[src/ilsi_pkg.sv]
package ilsi_pkg;

    localparam int CAPACITY   = 16;
    localparam int DATA_WIDTH = 32;

    localparam int CMD_W   = 3;
    localparam int IDX_W   = 5;
    localparam int VALUE_W = 32;
    localparam int STAT_W  = 2;
    localparam int COUNT_W = 5;

    // list length needs to hold CAPACITY itself
    localparam int LEN_W = $clog2(CAPACITY + 1);
    localparam int CMP_W = (LEN_W > IDX_W) ? LEN_W : IDX_W;

    typedef logic [DATA_WIDTH-1:0] t_data;
    typedef logic [LEN_W-1:0]      t_len;
    typedef logic [CMP_W-1:0]      t_cmp;

    typedef enum logic [CMD_W-1:0] {
        CMD_INSERT = 3'd0,
        CMD_REMOVE = 3'd1,
        CMD_GET    = 3'd2,
        CMD_SET    = 3'd3,
        CMD_CLEAR  = 3'd4
    } t_cmd;

    typedef enum logic [STAT_W-1:0] {
        ST_OK    = 2'd0,
        ST_RANGE = 2'd1,
        ST_FULL  = 2'd2
    } t_status;

    // broadcast to every cell in the row
    typedef struct packed {
        logic  ins;
        logic  rem;
        logic  wr;
        t_cmp  idx;
        t_cmp  len;
        t_data val;
    } t_op;

endpackage

[src/ilsi_cmd_if.sv]
interface ilsi_cmd_if
    import ilsi_pkg::*;
();
    logic               valid;
    logic               ready;
    logic [CMD_W-1:0]   command;
    logic [IDX_W-1:0]   index;
    logic [VALUE_W-1:0] value;

    modport source (output valid, output command, output index, output value, input ready);
    modport sink   (input valid, input command, input index, input value, output ready);
endinterface

[src/ilsi_rsp_if.sv]
interface ilsi_rsp_if
    import ilsi_pkg::*;
();
    logic               valid;
    logic               ready;
    logic [STAT_W-1:0]  status;
    logic [VALUE_W-1:0] read_value;
    logic [COUNT_W-1:0] count;

    modport source (output valid, output status, output read_value, output count, input ready);
    modport sink   (input valid, input status, input read_value, input count, output ready);
endinterface

[src/indexed_list_with_shift_insert_core.sv]
// channel  | dir | beat contents
// i_cmd    | in  | command, index, value
// o_rsp    | out | status, read_value, count
//
// one command per cycle while o_rsp is not stalled: every cell shifts or loads in the same edge
// a response appears in the cycle after its command beat and is held in an
// output register; a new command is taken while o_rsp is empty or drained
// reset empties the list at once; element storage itself is not cleared
// backpressure on o_rsp stalls i_cmd through ready
module indexed_list_with_shift_insert_core
    import ilsi_pkg::*;
(
    input  logic               i_clk,
    input  logic               i_rst_n,
    ilsi_cmd_if.sink           i_cmd,
    ilsi_rsp_if.source         o_rsp
);

    t_len    r_len;
    t_len    n_len;
    logic    r_valid;
    t_status r_status;
    t_status n_status;
    t_data   r_read;
    t_data   n_read;
    t_op     op;
    logic    accept;
    t_cmp    idx_c;
    t_cmp    len_c;
    t_data   read_or;

    t_data   cell_data [CAPACITY];
    t_data   cell_hit  [CAPACITY];

    assign i_cmd.ready = i_rst_n && (!r_valid || o_rsp.ready);
    assign accept      = i_cmd.valid && i_cmd.ready;
    assign idx_c       = t_cmp'(i_cmd.index);
    assign len_c       = t_cmp'(r_len);

    always_comb begin
        read_or = '0;
        for (int p = 0; p < CAPACITY; p++) begin
            read_or = read_or | cell_hit[p];
        end
    end

    always_comb begin
        n_len    = r_len;
        n_status = ST_OK;
        n_read   = '0;
        op.ins   = 1'b0;
        op.rem   = 1'b0;
        op.wr    = 1'b0;
        op.idx   = idx_c;
        op.len   = len_c;
        op.val   = t_data'(i_cmd.value);
        unique case (t_cmd'(i_cmd.command))
            CMD_INSERT: begin
                if (idx_c > len_c) begin
                    n_status = ST_RANGE;
                end else if (r_len == t_len'(CAPACITY)) begin
                    n_status = ST_FULL;
                end else begin
                    op.ins = accept;
                    n_len  = r_len + t_len'(1);
                end
            end
            CMD_REMOVE: begin
                if (idx_c >= len_c) begin
                    n_status = ST_RANGE;
                end else begin
                    op.rem = accept;
                    n_len  = r_len - t_len'(1);
                end
            end
            CMD_GET: begin
                if (idx_c >= len_c) begin
                    n_status = ST_RANGE;
                end else begin
                    n_read = read_or;
                end
            end
            CMD_SET: begin
                if (idx_c >= len_c) begin
                    n_status = ST_RANGE;
                end else begin
                    op.wr = accept;
                end
            end
            CMD_CLEAR: begin
                n_len = '0;
            end
            default: begin
            end
        endcase
    end

    for (genvar g = 0; g < CAPACITY; g++) begin : g_cell
        t_data left_in;
        t_data right_in;
        if (g == 0) begin : g_first
            assign left_in = '0;
        end else begin : g_mid_l
            assign left_in = cell_data[g-1];
        end
        if (g == CAPACITY - 1) begin : g_last
            assign right_in = '0;
        end else begin : g_mid_r
            assign right_in = cell_data[g+1];
        end
        ilsi_cell u_cell (
            .i_clk   (i_clk),
            .i_pos   (t_cmp'(g)),
            .i_op    (op),
            .i_left  (left_in),
            .i_right (right_in),
            .o_data  (cell_data[g]),
            .o_hit   (cell_hit[g])
        );
    end

    always_ff @(posedge i_clk) begin
        if (!i_rst_n) begin
            r_len   <= '0;
            r_valid <= 1'b0;
        end else begin
            if (accept) begin
                r_len   <= n_len;
                r_valid <= 1'b1;
            end else if (o_rsp.ready) begin
                r_valid <= 1'b0;
            end
        end
    end

    always_ff @(posedge i_clk) begin
        if (accept) begin
            r_status <= n_status;
            r_read   <= n_read;
        end
    end

    assign o_rsp.valid      = r_valid;
    assign o_rsp.status     = r_status;
    assign o_rsp.read_value = VALUE_W'(r_read);
    assign o_rsp.count      = COUNT_W'(r_len);

endmodule

[src/ilsi_cell.sv]
module ilsi_cell
    import ilsi_pkg::*;
(
    input  logic  i_clk,
    input  t_cmp  i_pos,
    input  t_op   i_op,
    input  t_data i_left,
    input  t_data i_right,
    output t_data o_data,
    output t_data o_hit
);

    t_data r_data;
    t_data n_data;
    logic  hit;
    t_cmp  pos_nxt;

    always_comb begin
        hit     = (i_pos == i_op.idx);
        pos_nxt = i_pos + t_cmp'(1);
        n_data  = r_data;
        if (i_op.ins) begin
            if (hit) begin
                n_data = i_op.val;
            end else if (i_pos > i_op.idx && i_pos <= i_op.len) begin
                n_data = i_left;
            end
        end else if (i_op.rem) begin
            // entries above the removed one slide down
            if (i_pos >= i_op.idx && pos_nxt < i_op.len) begin
                n_data = i_right;
            end
        end else if (i_op.wr) begin
            if (hit) begin
                n_data = i_op.val;
            end
        end
    end

    always_ff @(posedge i_clk) begin
        r_data <= n_data;
    end

    assign o_data = r_data;
    assign o_hit  = hit ? r_data : '0;

endmodule
[src/flat_wrapper.sv]
// flat-port wrapper written by rule: the top's interface ports become plain ports
module indexed_list_with_shift_insert_core_flat import ilsi_pkg::*;
  (i_clk, i_rst_n, i_cmd_valid, i_cmd_command, i_cmd_index, i_cmd_value, i_cmd_ready, o_rsp_valid, o_rsp_status, o_rsp_read_value, o_rsp_count, o_rsp_ready);
  ilsi_cmd_if i_cmd_i ();
  ilsi_rsp_if o_rsp_i ();
  input  logic i_clk;
  input  logic i_rst_n;
  input wire logic [$bits(i_cmd_i.valid)-1:0] i_cmd_valid;
  input wire logic [$bits(i_cmd_i.command)-1:0] i_cmd_command;
  input wire logic [$bits(i_cmd_i.index)-1:0] i_cmd_index;
  input wire logic [$bits(i_cmd_i.value)-1:0] i_cmd_value;
  output wire logic [$bits(i_cmd_i.ready)-1:0] i_cmd_ready;
  output wire logic [$bits(o_rsp_i.valid)-1:0] o_rsp_valid;
  output wire logic [$bits(o_rsp_i.status)-1:0] o_rsp_status;
  output wire logic [$bits(o_rsp_i.read_value)-1:0] o_rsp_read_value;
  output wire logic [$bits(o_rsp_i.count)-1:0] o_rsp_count;
  input wire logic [$bits(o_rsp_i.ready)-1:0] o_rsp_ready;
  assign i_cmd_i.valid = i_cmd_valid;
  assign i_cmd_i.command = i_cmd_command;
  assign i_cmd_i.index = i_cmd_index;
  assign i_cmd_i.value = i_cmd_value;
  assign i_cmd_ready = i_cmd_i.ready;
  assign o_rsp_valid = o_rsp_i.valid;
  assign o_rsp_status = o_rsp_i.status;
  assign o_rsp_read_value = o_rsp_i.read_value;
  assign o_rsp_count = o_rsp_i.count;
  assign o_rsp_i.ready = o_rsp_ready;
  indexed_list_with_shift_insert_core u_core (.i_clk(i_clk), .i_rst_n(i_rst_n), .i_cmd(i_cmd_i), .o_rsp(o_rsp_i));
endmodule
[config.mk]
export PLATFORM = sky130hd
export DESIGN_NAME = indexed_list_with_shift_insert_core_flat
export DESIGN_NICKNAME = d
export VERILOG_FILES = /design/src/ilsi_pkg.sv /design/src/ilsi_cmd_if.sv /design/src/ilsi_rsp_if.sv /design/src/indexed_list_with_shift_insert_core.sv /design/src/ilsi_cell.sv /design/src/flat_wrapper.sv
export SDC_FILE = /design/constraint.sdc
export NUM_CORES = 1
export LEC_CHECK = 0
export BUFFER_PORTS_ARGS = -buffer_cell sky130_fd_sc_hd__buf_2
export CORE_UTILIZATION = 55
export CTS_CLUSTER_DIAMETER = 40
export DETAILED_ROUTE_END_ITERATION = 12
export PLACE_DENSITY_LB_ADDON = 0.2
export SLEW_MARGIN = 25
export SYNTH_ARGS = -nofsm -noshare
export SYNTH_HDL_FRONTEND = slang
export SYNTH_SLANG_ARGS = --single-unit
[constraint.sdc]
create_clock -name i_clk -period 6.3 [get_ports i_clk]
set_input_delay 1.575 -clock i_clk [delete_from_list [all_inputs] [get_ports i_clk]]
set_output_delay 1.575 -clock i_clk [all_outputs]
set_load 0.01 [all_outputs]
-- Word level (Yosys, flattened, before mapping)
Cells that the tools add are included.
- register bits after elaboration: 552
- input bits: 44
- output and inout bits: 41
- logic and storage cells: 379
- $add $sub $neg: 2
- order comparisons: 66
- equal/unequal tests: 55
- mux-type cells: 144
- bitwise logic cells: 16
- reductions and logical operators: 76
- operators by type and width (kind ; number):
    32-bit two-way mux ; 128
    32-bit OR ; 15
    4-bit AND reduction ; 16
    3-bit nonzero test ; 18
    3-bit by 2-bit != test with 1-bit output (second input constant) ; 15
    3-bit != test (second input constant) ; 15
    4-bit by 5-bit equality test with 1-bit output (first input constant) ; 8
    4-bit by 5-bit greater-or-equal comparator with 1-bit output (first input constant) ; 8
    4-bit by 5-bit greater-than comparator with 1-bit output (first input constant) ; 8
    4-bit by 5-bit <= comparator with 1-bit output (first input constant) ; 8
    4-bit by 5-bit less-than comparator with 1-bit output (first input constant) ; 8
    1-bit logical AND ; 34
    3-bit by 5-bit equality test with 1-bit output (first input constant) ; 4
    3-bit by 5-bit greater-or-equal comparator with 1-bit output (first input constant) ; 4
    3-bit by 5-bit greater-than comparator with 1-bit output (first input constant) ; 4
    3-bit by 5-bit <= comparator with 1-bit output (first input constant) ; 4
    3-bit by 5-bit less-than comparator with 1-bit output (first input constant) ; 4
    5-bit two-way mux ; 3
    5-bit case mux with 3 select lines ; 1
    2-bit by 5-bit equality test with 1-bit output (first input constant) ; 2
    1-bit by 5-bit greater-or-equal comparator with 1-bit output (first input constant) ; 2
    2-bit by 5-bit greater-or-equal comparator with 1-bit output (first input constant) ; 2
    1-bit by 5-bit greater-than comparator with 1-bit output (first input constant) ; 2
    2-bit by 5-bit greater-than comparator with 1-bit output (first input constant) ; 2
    28 further kinds ; 44

-- Longest topological paths before layout
Gate-level depths: netlist (run 1).
- depth after elaboration: 17
- mapped depth: 12
- depth with buffers taken out: 8

-- Hierarchy
Synthesis (run 1) repeated with hierarchy kept, for this count alone.
- cell total of the unflattened synthesis: 5211
- area, all modules: 44702.9 um^2
- modules (own cells, without submodules) (module ; instances ; cells each ; area an instance (um^2) ; seq. area each (um^2)):
    ilsi_cell at u_core.g_cell[2].u_cell ... ; 8 ; 306 ; 2611.3 ; 960.9
    ilsi_cell at u_core.g_cell[0].u_cell ... ; 8 ; 306 ; 2607.5 ; 960.9
    indexed_list_with_shift_insert_core ; 1 ; 315 ; 2952.8 ; 1141.1

-- Least setup slack after synthesis (run 1)
OpenSTA, ideal clock, no wires.
- path kind: input port to flip-flop
- start point: input port o_rsp_ready
- end point: register u_core.g_cell[4].u_cell.r_data[0] (enable)
- library setup time: 0.501 ns
- arrival time: 6.245 ns
- required time: 5.799 ns
- slack: -0.446 ns
- cell stages on the path: 5
- buffers on the path: 0
- cell sequence: nand2b_1 -> nand3_1 -> inv_1 -> nand2_1 -> nor4_1
- longest elaborated chain between the ends: 8
- elaborated cells between the ends (all ways): 14
- classes of those cells: eq/ne: 2; mux: 6; reduce/logical: 6
- RTL lines (item ; line ; source):
    from (decl) ; flat_wrapper.sv:17 ; input wire logic [$bits(o_rsp_i.ready)-1:0] o_rsp_ready;
    1-bit logical OR (*) ; indexed_list_with_shift_insert_core.sv:35 ; assign i_cmd.ready = i_rst_n && (!r_valid || o_rsp.ready);
    1-bit logical AND (*) ; indexed_list_with_shift_insert_core.sv:35 ;
    1-bit logical AND (*) ; indexed_list_with_shift_insert_core.sv:36 ; assign accept = i_cmd.valid && i_cmd.ready;
    via u_core.accept ; indexed_list_with_shift_insert_core.sv:27 ; logic accept;
    1-bit two-way mux ; indexed_list_with_shift_insert_core.sv:61 ; end else if (r_len == t_len'(CAPACITY)) begin
    1-bit two-way mux ; indexed_list_with_shift_insert_core.sv:59 ; if (idx_c > len_c) begin
    1-bit two-way mux ; indexed_list_with_shift_insert_core.sv:57 ; unique case (t_cmd'(i_cmd.command))
    3-bit by 2-bit != test with 1-bit output (no source line) (tied with other cells) ; - ;
    4-bit AND reduction (no source line) (*) ; - ;
    to (signal assigned) ; ilsi_cell.sv:41 ; r_data <= n_data;
    to (decl) ; ilsi_cell.sv:13 ; t_data r_data;
The timed path passes the listed nets; every way through them passes the cells marked *.
A chain may end at the register's enable or synchronous reset.

-- Final worst setup path (run 1)
- start point: input port i_cmd_index[4]
- end point: register u_core.g_cell[5].u_cell.r_data[9] (data pin)
- longest elaborated chain between the ends: 5
- elaborated cells between the ends (all ways): 10
- classes of those cells: order compare: 2; eq/ne: 1; mux: 7
- RTL lines (item ; line ; source):
    from (decl) ; flat_wrapper.sv:10 ; input wire logic [$bits(i_cmd_i.index)-1:0] i_cmd_index;
    5-bit greater-or-equal comparator ; indexed_list_with_shift_insert_core.sv:69 ; if (idx_c >= len_c) begin
    1-bit two-way mux ; indexed_list_with_shift_insert_core.sv:69 ;
    1-bit two-way mux ; indexed_list_with_shift_insert_core.sv:57 ;
    32-bit two-way mux ; ilsi_cell.sv:28 ; end else if (i_op.rem) begin
    32-bit two-way mux (*) ; ilsi_cell.sv:22 ; if (i_op.ins) begin
    via u_core.g_cell[5].u_cell.n_data[9] ; ilsi_cell.sv:14 ; t_data n_data;
    to (signal assigned) ; ilsi_cell.sv:41 ;
    to (decl) ; ilsi_cell.sv:13 ;
Marks and branches as above.

==> results of run 1 <==
[cells by family after synthesis]
kind of cell    count (synthesis)  share of synthesized area (%)
fa+ha+maj                      10                         0.4111
compound gates               1278                          34.83
buf+inv                       315                          4.194
mux                             1                        0.03289
xor+xnor                        1                        0.02878
simple gates                  417                          6.237
flops                         552                          54.27
[tightest hold or removal path: stages (launching register included)]
cell      delay (ns)
dfxtp_1         0.32
nand2b_1        0.10
a21boi_0        0.08
[through the flow]
stage	instance area (sq um)	setup WS (ns)	cells	utilization (%)
5_1_grt	35160	1.188	3310	64.82
3_3_place_gp	31870	1.028	3140	58.75
4_1_cts	35100	1.564	3308	64.71
2_1_floorplan	30470	-0.08803	2574	-
6_report	35160	1.346	3310	64.82
3_5_place_dp	31990	0.9328	3145	58.98
[area by class of cell]
type	count	area [sq um]	share of cell area [%]
inverters	12	45.04	0.1281
clock buffers	96	2296	6.530
clock inverters	67	810.8	2.306
repair buffers	180	1348	3.833
well taps	696	870.8	2.477
multi-input cells	1707	13270	37.75
flip-flops and latches	552	16520	46.98
[metal layers]
metal  track usage [%]  part of all wire [%]  routed length [microns]
met1             57.08                    34                    42480
met2             60.91                    42                    51900
met3             14.80                    17                    21110
met4             27.16                   7.0                     8728
met5                 0                 0.023                       29
[power by group through the flow]
| stage | sequential [W] | clock [W] | combinational [W] |
|---|---|---|---|
| after floorplan | 0.00414 | 0 | 0.000400 |
| after global placement | 0.00414 | 0 | 0.000538 |
| after detailed placement | 0.00414 | 0 | 0.000568 |
| after CTS | 0.00406 | 0.00515 | 0.000569 |
| after global routing | 0.00406 | 0.00531 | 0.000628 |
| final | 0.00406 | 0.00517 | 0.000595 |
[state kept, by name, summed over array words and instances (netlist names)]
name,flops
u_core.g_cell.u_cell.o_data,512
u_core.o_rsp.count,5
u_core.o_rsp.read_value,32
u_core.o_rsp.status,2
u_core.o_rsp.valid,1
[cells in the final DEF (no fill, tap or decap), types with 5 or more instances in the layout]
master      instances
clkbuf_1            5
buf_16              6
bufinv_16          12
inv_1               8
a31oi_1             7
nor2_1             58
ha_1               10
nand2b_1            5
a22oi_1           257
clkbuf_16          91
a21boi_1           44
nor3_1              6
clkinv_2            8
buf_4              82
nand2_1           211
o21ai_4            13
clkinv_1            5
buf_2              84
buf_12              6
nand3_1             6
a21boi_0          376
a211oi_1            6
inv_6              17
a211oi_4            5
nor2_4             31
a22o_1             32
a21oi_1            44
a221o_1           448
clkinv_4           15
edfxtp_1          546
dfxtp_1             6
o21ai_0            16
nor4_1             33
clkinvlp_4          9
and2_1             34
[path summary, 6_finish.rpt]
check / endpoint / slack, ns / from / cells after the start
setup / recovery: u_core.g_cell[5].u_cell.o_data[9] / 1.35 / i_cmd_index[4] / 10
hold / removal: u_core.o_rsp.valid / 0.55 / u_core.o_rsp.valid / 2
setup reg to reg: u_core.g_cell[5].u_cell.o_data[9] / 1.38 / u_core.o_rsp.count[4] / 10
hold reg to reg: u_core.o_rsp.valid / 0.55 / u_core.o_rsp.valid / 2
==> metrics.txt, run 1 <==
Avg WL per Cell=between 30 and 40 microns; final wirelength=124.3 mm; port bufs=84; Clock Tree Root=clkbuf_16; grt total ovfl=0; Clk pwr share=52.6%; Die ar.=56280 sq um; Final Max Slew Viols=0; dpl hpwl=between 60 and 70 mm; Final #Nets=2595; DR vias=27.74k; register area share after synthesis=54.27%; initial drt markers=6416; largest net degree at the start of global routing=262; Clock transition at path regs=0.05 ns; Synth top cells by count=edfxtp_1 (546), a221o_1 (448), a21boi_0 (376); CP cell instances=buf_2 > ha_1 > a21oi_1 > o21ai_1 > or4_2 > nand3_4 > buf_12 > buf_16 > a21boi_0 > a221o_1; H-tree level count=3; FILL cells=3940; ANT cells=0; Initial Utilization=between 50% and 60%; Reg power frac=41.3%; CTS tree=done; GRT Overall Usage=between 40% and 50%; number of synthesized flops with an enable pin=546; critical path class=primary input to flop; Mean Syn Cell Area=11.82 sq um; clock sinks=552; Area Overhead vs Synth=15.52%; share of cells above drive strength 1=15.76%; Crit path max-delay family=simple AND/OR/NAND/NOR gates; GPL Wtd Cong=0.9179; period utilization=78.64%; drt pass-1 iters=7; Crit path largest cell delay=0.91 ns; number of max-cap violations=0; post-synth top area cell=edfxtp_1; clk_lat worst skew=0.66 ns; post-CTS setup buffer count=0; CP max FO=183; Synth Cell Area=slightly above 30000 sq um; DRC violations left=0; Final Hold Fails=0; io pins=between 80 and 90; Row Count=85; Sw Share=23.67%; Synth Flop Type=edfxtp_1; measured slew at the worst slew-check pin=approximately 1.2 ns; Seq cells post-synth=between 500 and 600; CTS Buffer Depth=3; Worst Skew=0.03899 ns; worst hold-check path type=flop to flop; post-route ant nets=0; setup repair after global routing missed its margin=false; Internal Power=0.007504 W; TNS Setup=0 ns; initial antenna violation count=6; Mapped Nets=2628; # hold bufs at CTS=0; Critical Path AT=5.32 ns; switching power=0.002326 W; startpoint class of the critical path=primary input; Pwr Total=0.009831 W; most common cell in the netlist=edfxtp_1; buffers plus inverters on the worst setup path=3; Synth Instances=about 2.6k; post-synth cell types=62; global-route wire length before repair=179.0 mm; f_max=0.2018 GHz; dominant cells by area after synthesis=edfxtp_1 (54%), a221o_1 (15%), a21boi_0 (9.3%); Yosys top cell area share=between 50% and 60%; crit end category=flop; vias in the first global route=26.31k; Cell Pwr Density=279.6 nW/um^2; maximum vdd drop=0.2300 mV; Crit path required time=6.67 ns; Fin Hold WS=0.5486 ns; die width=~240 microns; combinational share of power=6.1%; total CTS buffers=88; endpoints failing setup=0; Max-Slew Margin vs Limit=20.38%; Critical Path Slowest Stage Cell=or4_2; Leakage=12.14 nW; core footprint=54240 sq um; post-layout min period=about 5.0 ns; Post-synth ARST share=0%; Vias/cell=8.381; Die Y-Extent=~240 microns; Syn. warnings=0; outcome=complete, no violations; PostCTS Resize Cnt=0
Power figures use the tool's default switching activity.
==> run 2, diff against run 1 <==
ABC_AREA = 1   (was default)
clock period = 4.19 ns   (was 6.3 ns; I/O delays follow)
==> metrics.txt, run 2 <==
CP most frequent cell=nand2_1; outcome=complete, no violations (unchanged); H-tree level count=3 (unchanged); CP max FO=19 (was 183); clock sinks=552 (unchanged); Cell Pwr Density=390.9 nW/um^2 (was 279.6 nW/um^2); Clock transition at path regs=0.05 ns (about the same); Clk pwr share=53.3% (was 52.6%); Row Count=90 (was 85); GPL Wtd Cong=0.9244 (was 0.9179); startpoint class of the critical path=flop (was primary input); most common cell in the netlist=nand2_1 (was edfxtp_1); setup repair after global routing missed its margin=false (unchanged); crit end category=flop (unchanged); vias in the first global route=28.74k (was 26.31k); post-synth top area cell=edfxtp_1 (unchanged); CP cell instances=inv_1 > ha_1 > nand2_1 > nor2_1 > nand2_1 > inv_1 > nor2_1 > nand2_1 > o21ai_1 > buf_4 > nand2_1 > nor2_4 > buf_12 (was buf_2 > ha_1 > a21oi_1 > o21ai_1 > or4_2 > nand3_4 > buf_12 > buf_16 > a21boi_0 > a221o_1); drt pass-1 iters=8 (was 7); GRT Overall Usage=36.97% (was 43.23%); Initial Utilization=55.64% (was 56.11%); post-route insts no fill=4960 (was 3310); largest net degree at the start of global routing=140 (was 262); Leakage=13.12 nW (was 12.14 nW); Worst Skew=0.02762 ns (was 0.03899 ns); number of synthesized flops with an enable pin=546 (unchanged); post-layout min period=around 3.4 ns; initial antenna violation count=8 (was 6); f_max=0.2910 GHz; post-CTS setup buffer count=0 (unchanged); number of max-cap violations=0 (unchanged); grt total ovfl=0 (unchanged); PostCTS Resize Cnt=0 (unchanged); pre-CTS WS=0.4970 ns (was 0.9328 ns); switching power=0.003570 W (was 0.002326 W); Avg WL per Cell=23.47 microns (was 37.54 microns); Synth Cell Area=33520 sq um (was 30430 sq um); Critical Path AT=3.76 ns (was 5.32 ns); dominant cells by area after synthesis=edfxtp_1 (49%), nand2_1 (18%), o211ai_1 (10%) (was edfxtp_1 (54%), a221o_1 (15%), a21boi_0 (9.3%)); Vias/cell=6.416 (was 8.381); Reg power frac=41.1% (was 41.3%); Crit path max-delay family=simple AND/OR/NAND/NOR gates (unchanged); Mean Syn Cell Area=8.109 sq um (was 11.82 sq um); Die ar.=61940 sq um (was 56280 sq um); Post-synth ARST share=0% (unchanged); Largest register FFs=512 (unchanged); TNS Setup=0 ns (unchanged); maximum vdd drop=0.3546 mV (was 0.2300 mV); FILL cells=5006 (was 3940); most common cell after layout, fill and taps aside=nand2_1 (was edfxtp_1); global-route wire length before repair=176.0 mm (was 179.0 mm); Pwr Total=0.01490 W (was 0.009831 W); Final WS setup=0.7541 ns (was 1.346 ns); period utilization=between 80 and 90%; final wirelength=116.4 mm (was 124.3 mm); CTS Buffer Depth=3 (unchanged); Synth top cells by count=nand2_1 (1604), edfxtp_1 (546), nand3_1 (530) (was edfxtp_1 (546), a221o_1 (448), a21boi_0 (376)); Internal Power=0.01133 W (was 0.007504 W); clk_lat worst skew=0.65 ns (was 0.66 ns); Critical Path Slowest Stage Cell=dfxtp_1 (was or4_2); total CTS buffers=94 (was 88); Crit path required time=4.51 ns (was 6.67 ns); Crit path largest cell delay=0.61 ns (was 0.91 ns); post-route ant nets=0 (unchanged); die width=248.9 microns (was 237.2 microns); Synth Instances=4134 (was 2574); worst hold-check path type=flop to flop (unchanged); Yosys top cell area share=48.91% (was 53.87%); register area share after synthesis=49.27% (was 54.27%); post-synth cell types=37 (was 62); Final #Nets=4148 (was 2595); measured slew at the worst slew-check pin=0.8072 ns (was 1.191 ns); Seq cells post-synth=552 (unchanged); share of cells above drive strength 1=10.66% (was 15.76%); core footprint=60250 sq um (was 54240 sq um); Fin Hold WS=0.5349 ns (was 0.5486 ns); Area Overhead vs Synth=13.74% (was 15.52%); Mapped Nets=4188 (was 2628); Clock Tree Root=clkbuf_16 (unchanged); dpl hpwl=69.92 mm (was 67.57 mm); endpoints failing setup=0 (unchanged); DR vias=31.83k (was 27.74k); Final Hold Fails=0 (unchanged); buffers plus inverters on the worst setup path=4 (was 3); Synth Flop Type=edfxtp_1 (unchanged); DP Cell Count=4780 (was 3145); Die Y-Extent=248.9 microns (was 237.2 microns); critical path class=flop to flop (was primary input to flop); Max-Slew Margin vs Limit=46.13% (was 20.38%); io pins=85 (unchanged); combinational share of power=5.6% (was 6.1%); Syn. warnings=0 (unchanged); Sw Share=23.95% (was 23.67%); initial drt markers=5813 (was 6416); port bufs=84 (unchanged); # hold bufs at CTS=0 (unchanged); DRC violations left=0 (unchanged); Final Max Slew Viols=0 (unchanged); most frequent cells in the layout=nand2_1 (1603), edfxtp_1 (546), nand3_1 (530) (was edfxtp_1 (546), a221o_1 (448), a21boi_0 (376)); CTS tree=done (unchanged)
==> run 2: cell types whose count changed in the layout (fill, tap and decap cells not counted), sizes merged, moves of 109 or more <==
cell,change
o211ai,+446
inv,+110
nor2,+109
a21boi,-419
nand2,+1426
a221o,-448
a22oi,-253
nand3,+523
==> run 2: per-stage QoR <==
| stage | utilization [%] | instance area [sq um] |
|---|---|---|
| 6_report | 63.29 | 38130 |
| 5_1_grt | 63.28 | 38130 |
| 4_1_cts | 63.27 | 38120 |
| 3_5_place_dp | 57.90 | 34880 |
| 3_3_place_gp | 57.90 | 34880 |
| 2_1_floorplan | - | 33560 |
==> run 2: routing by layer <==
metal  track usage [%]  up-vias  part of all wire, %
met3             7.649      303                   14
met2             53.32     2389                   43
met1             52.58    14780                   39
met5                 0        -                    0
met4             19.11        0                  4.9
li1                  -    14360                    -
==> run 2: kinds of logic after synthesis <==
| group | Yosys count | share of synthesized area, % |
|---|---|---|
| AOI/OAI and AO/OA | 678 | 13.59 |
| and+or+nand+nor | 2419 | 30.15 |
| adders and majority gates | 10 | 0.3732 |
| DFF | 552 | 49.27 |
| xor gates and xnor gates | 1 | 0.02613 |
| buffers and inverters | 474 | 6.592 |
==> run 2: worst min-delay path, cell delays in order (launching register included) <==
cell and delay, ns:
dfxtp_1 0.30, nand2_1 0.11, a21oi_1 0.07
==> run 2: final cells by class <==
type	count	area, sq um	area share [%]
sequential	552	16520	43.32
timing repair buffer	206	1874	4.916
inverter	132	516.7	1.355
antenna	5	12.51	0.03282
clock buffer	111	2511	6.586
multi-input combinational	3108	15000	39.34
tap	782	978.4	2.566
clock inverter	64	720.7	1.890
==> run 2: path summary, 6_finish.rpt <==
path	startpoint	end	slack (ns)	cells after the start
worst min register to register	u_core.o_rsp.valid	u_core.o_rsp.valid	0.53	2
worst max-delay path	u_core.o_rsp.count[2]	u_core.g_cell[11].u_cell.o_data[30]	0.75	13
worst max register to register	u_core.o_rsp.count[2]	u_core.g_cell[11].u_cell.o_data[30]	0.75	13
worst min-delay path	u_core.o_rsp.valid	u_core.o_rsp.valid	0.53	2
==> run 2: power groups by stage <==
stage,clock network (W),logic (W),registers (W)
2_1_floorplan,0,0.000539,0.00624
3_3_place_gp,0,0.000797,0.00624
3_5_place_dp,0,0.000814,0.00623
4_1_cts,0.00797,0.000816,0.00613
5_1_grt,0.00820,0.000909,0.00612
6_report,0.00794,0.000840,0.00613
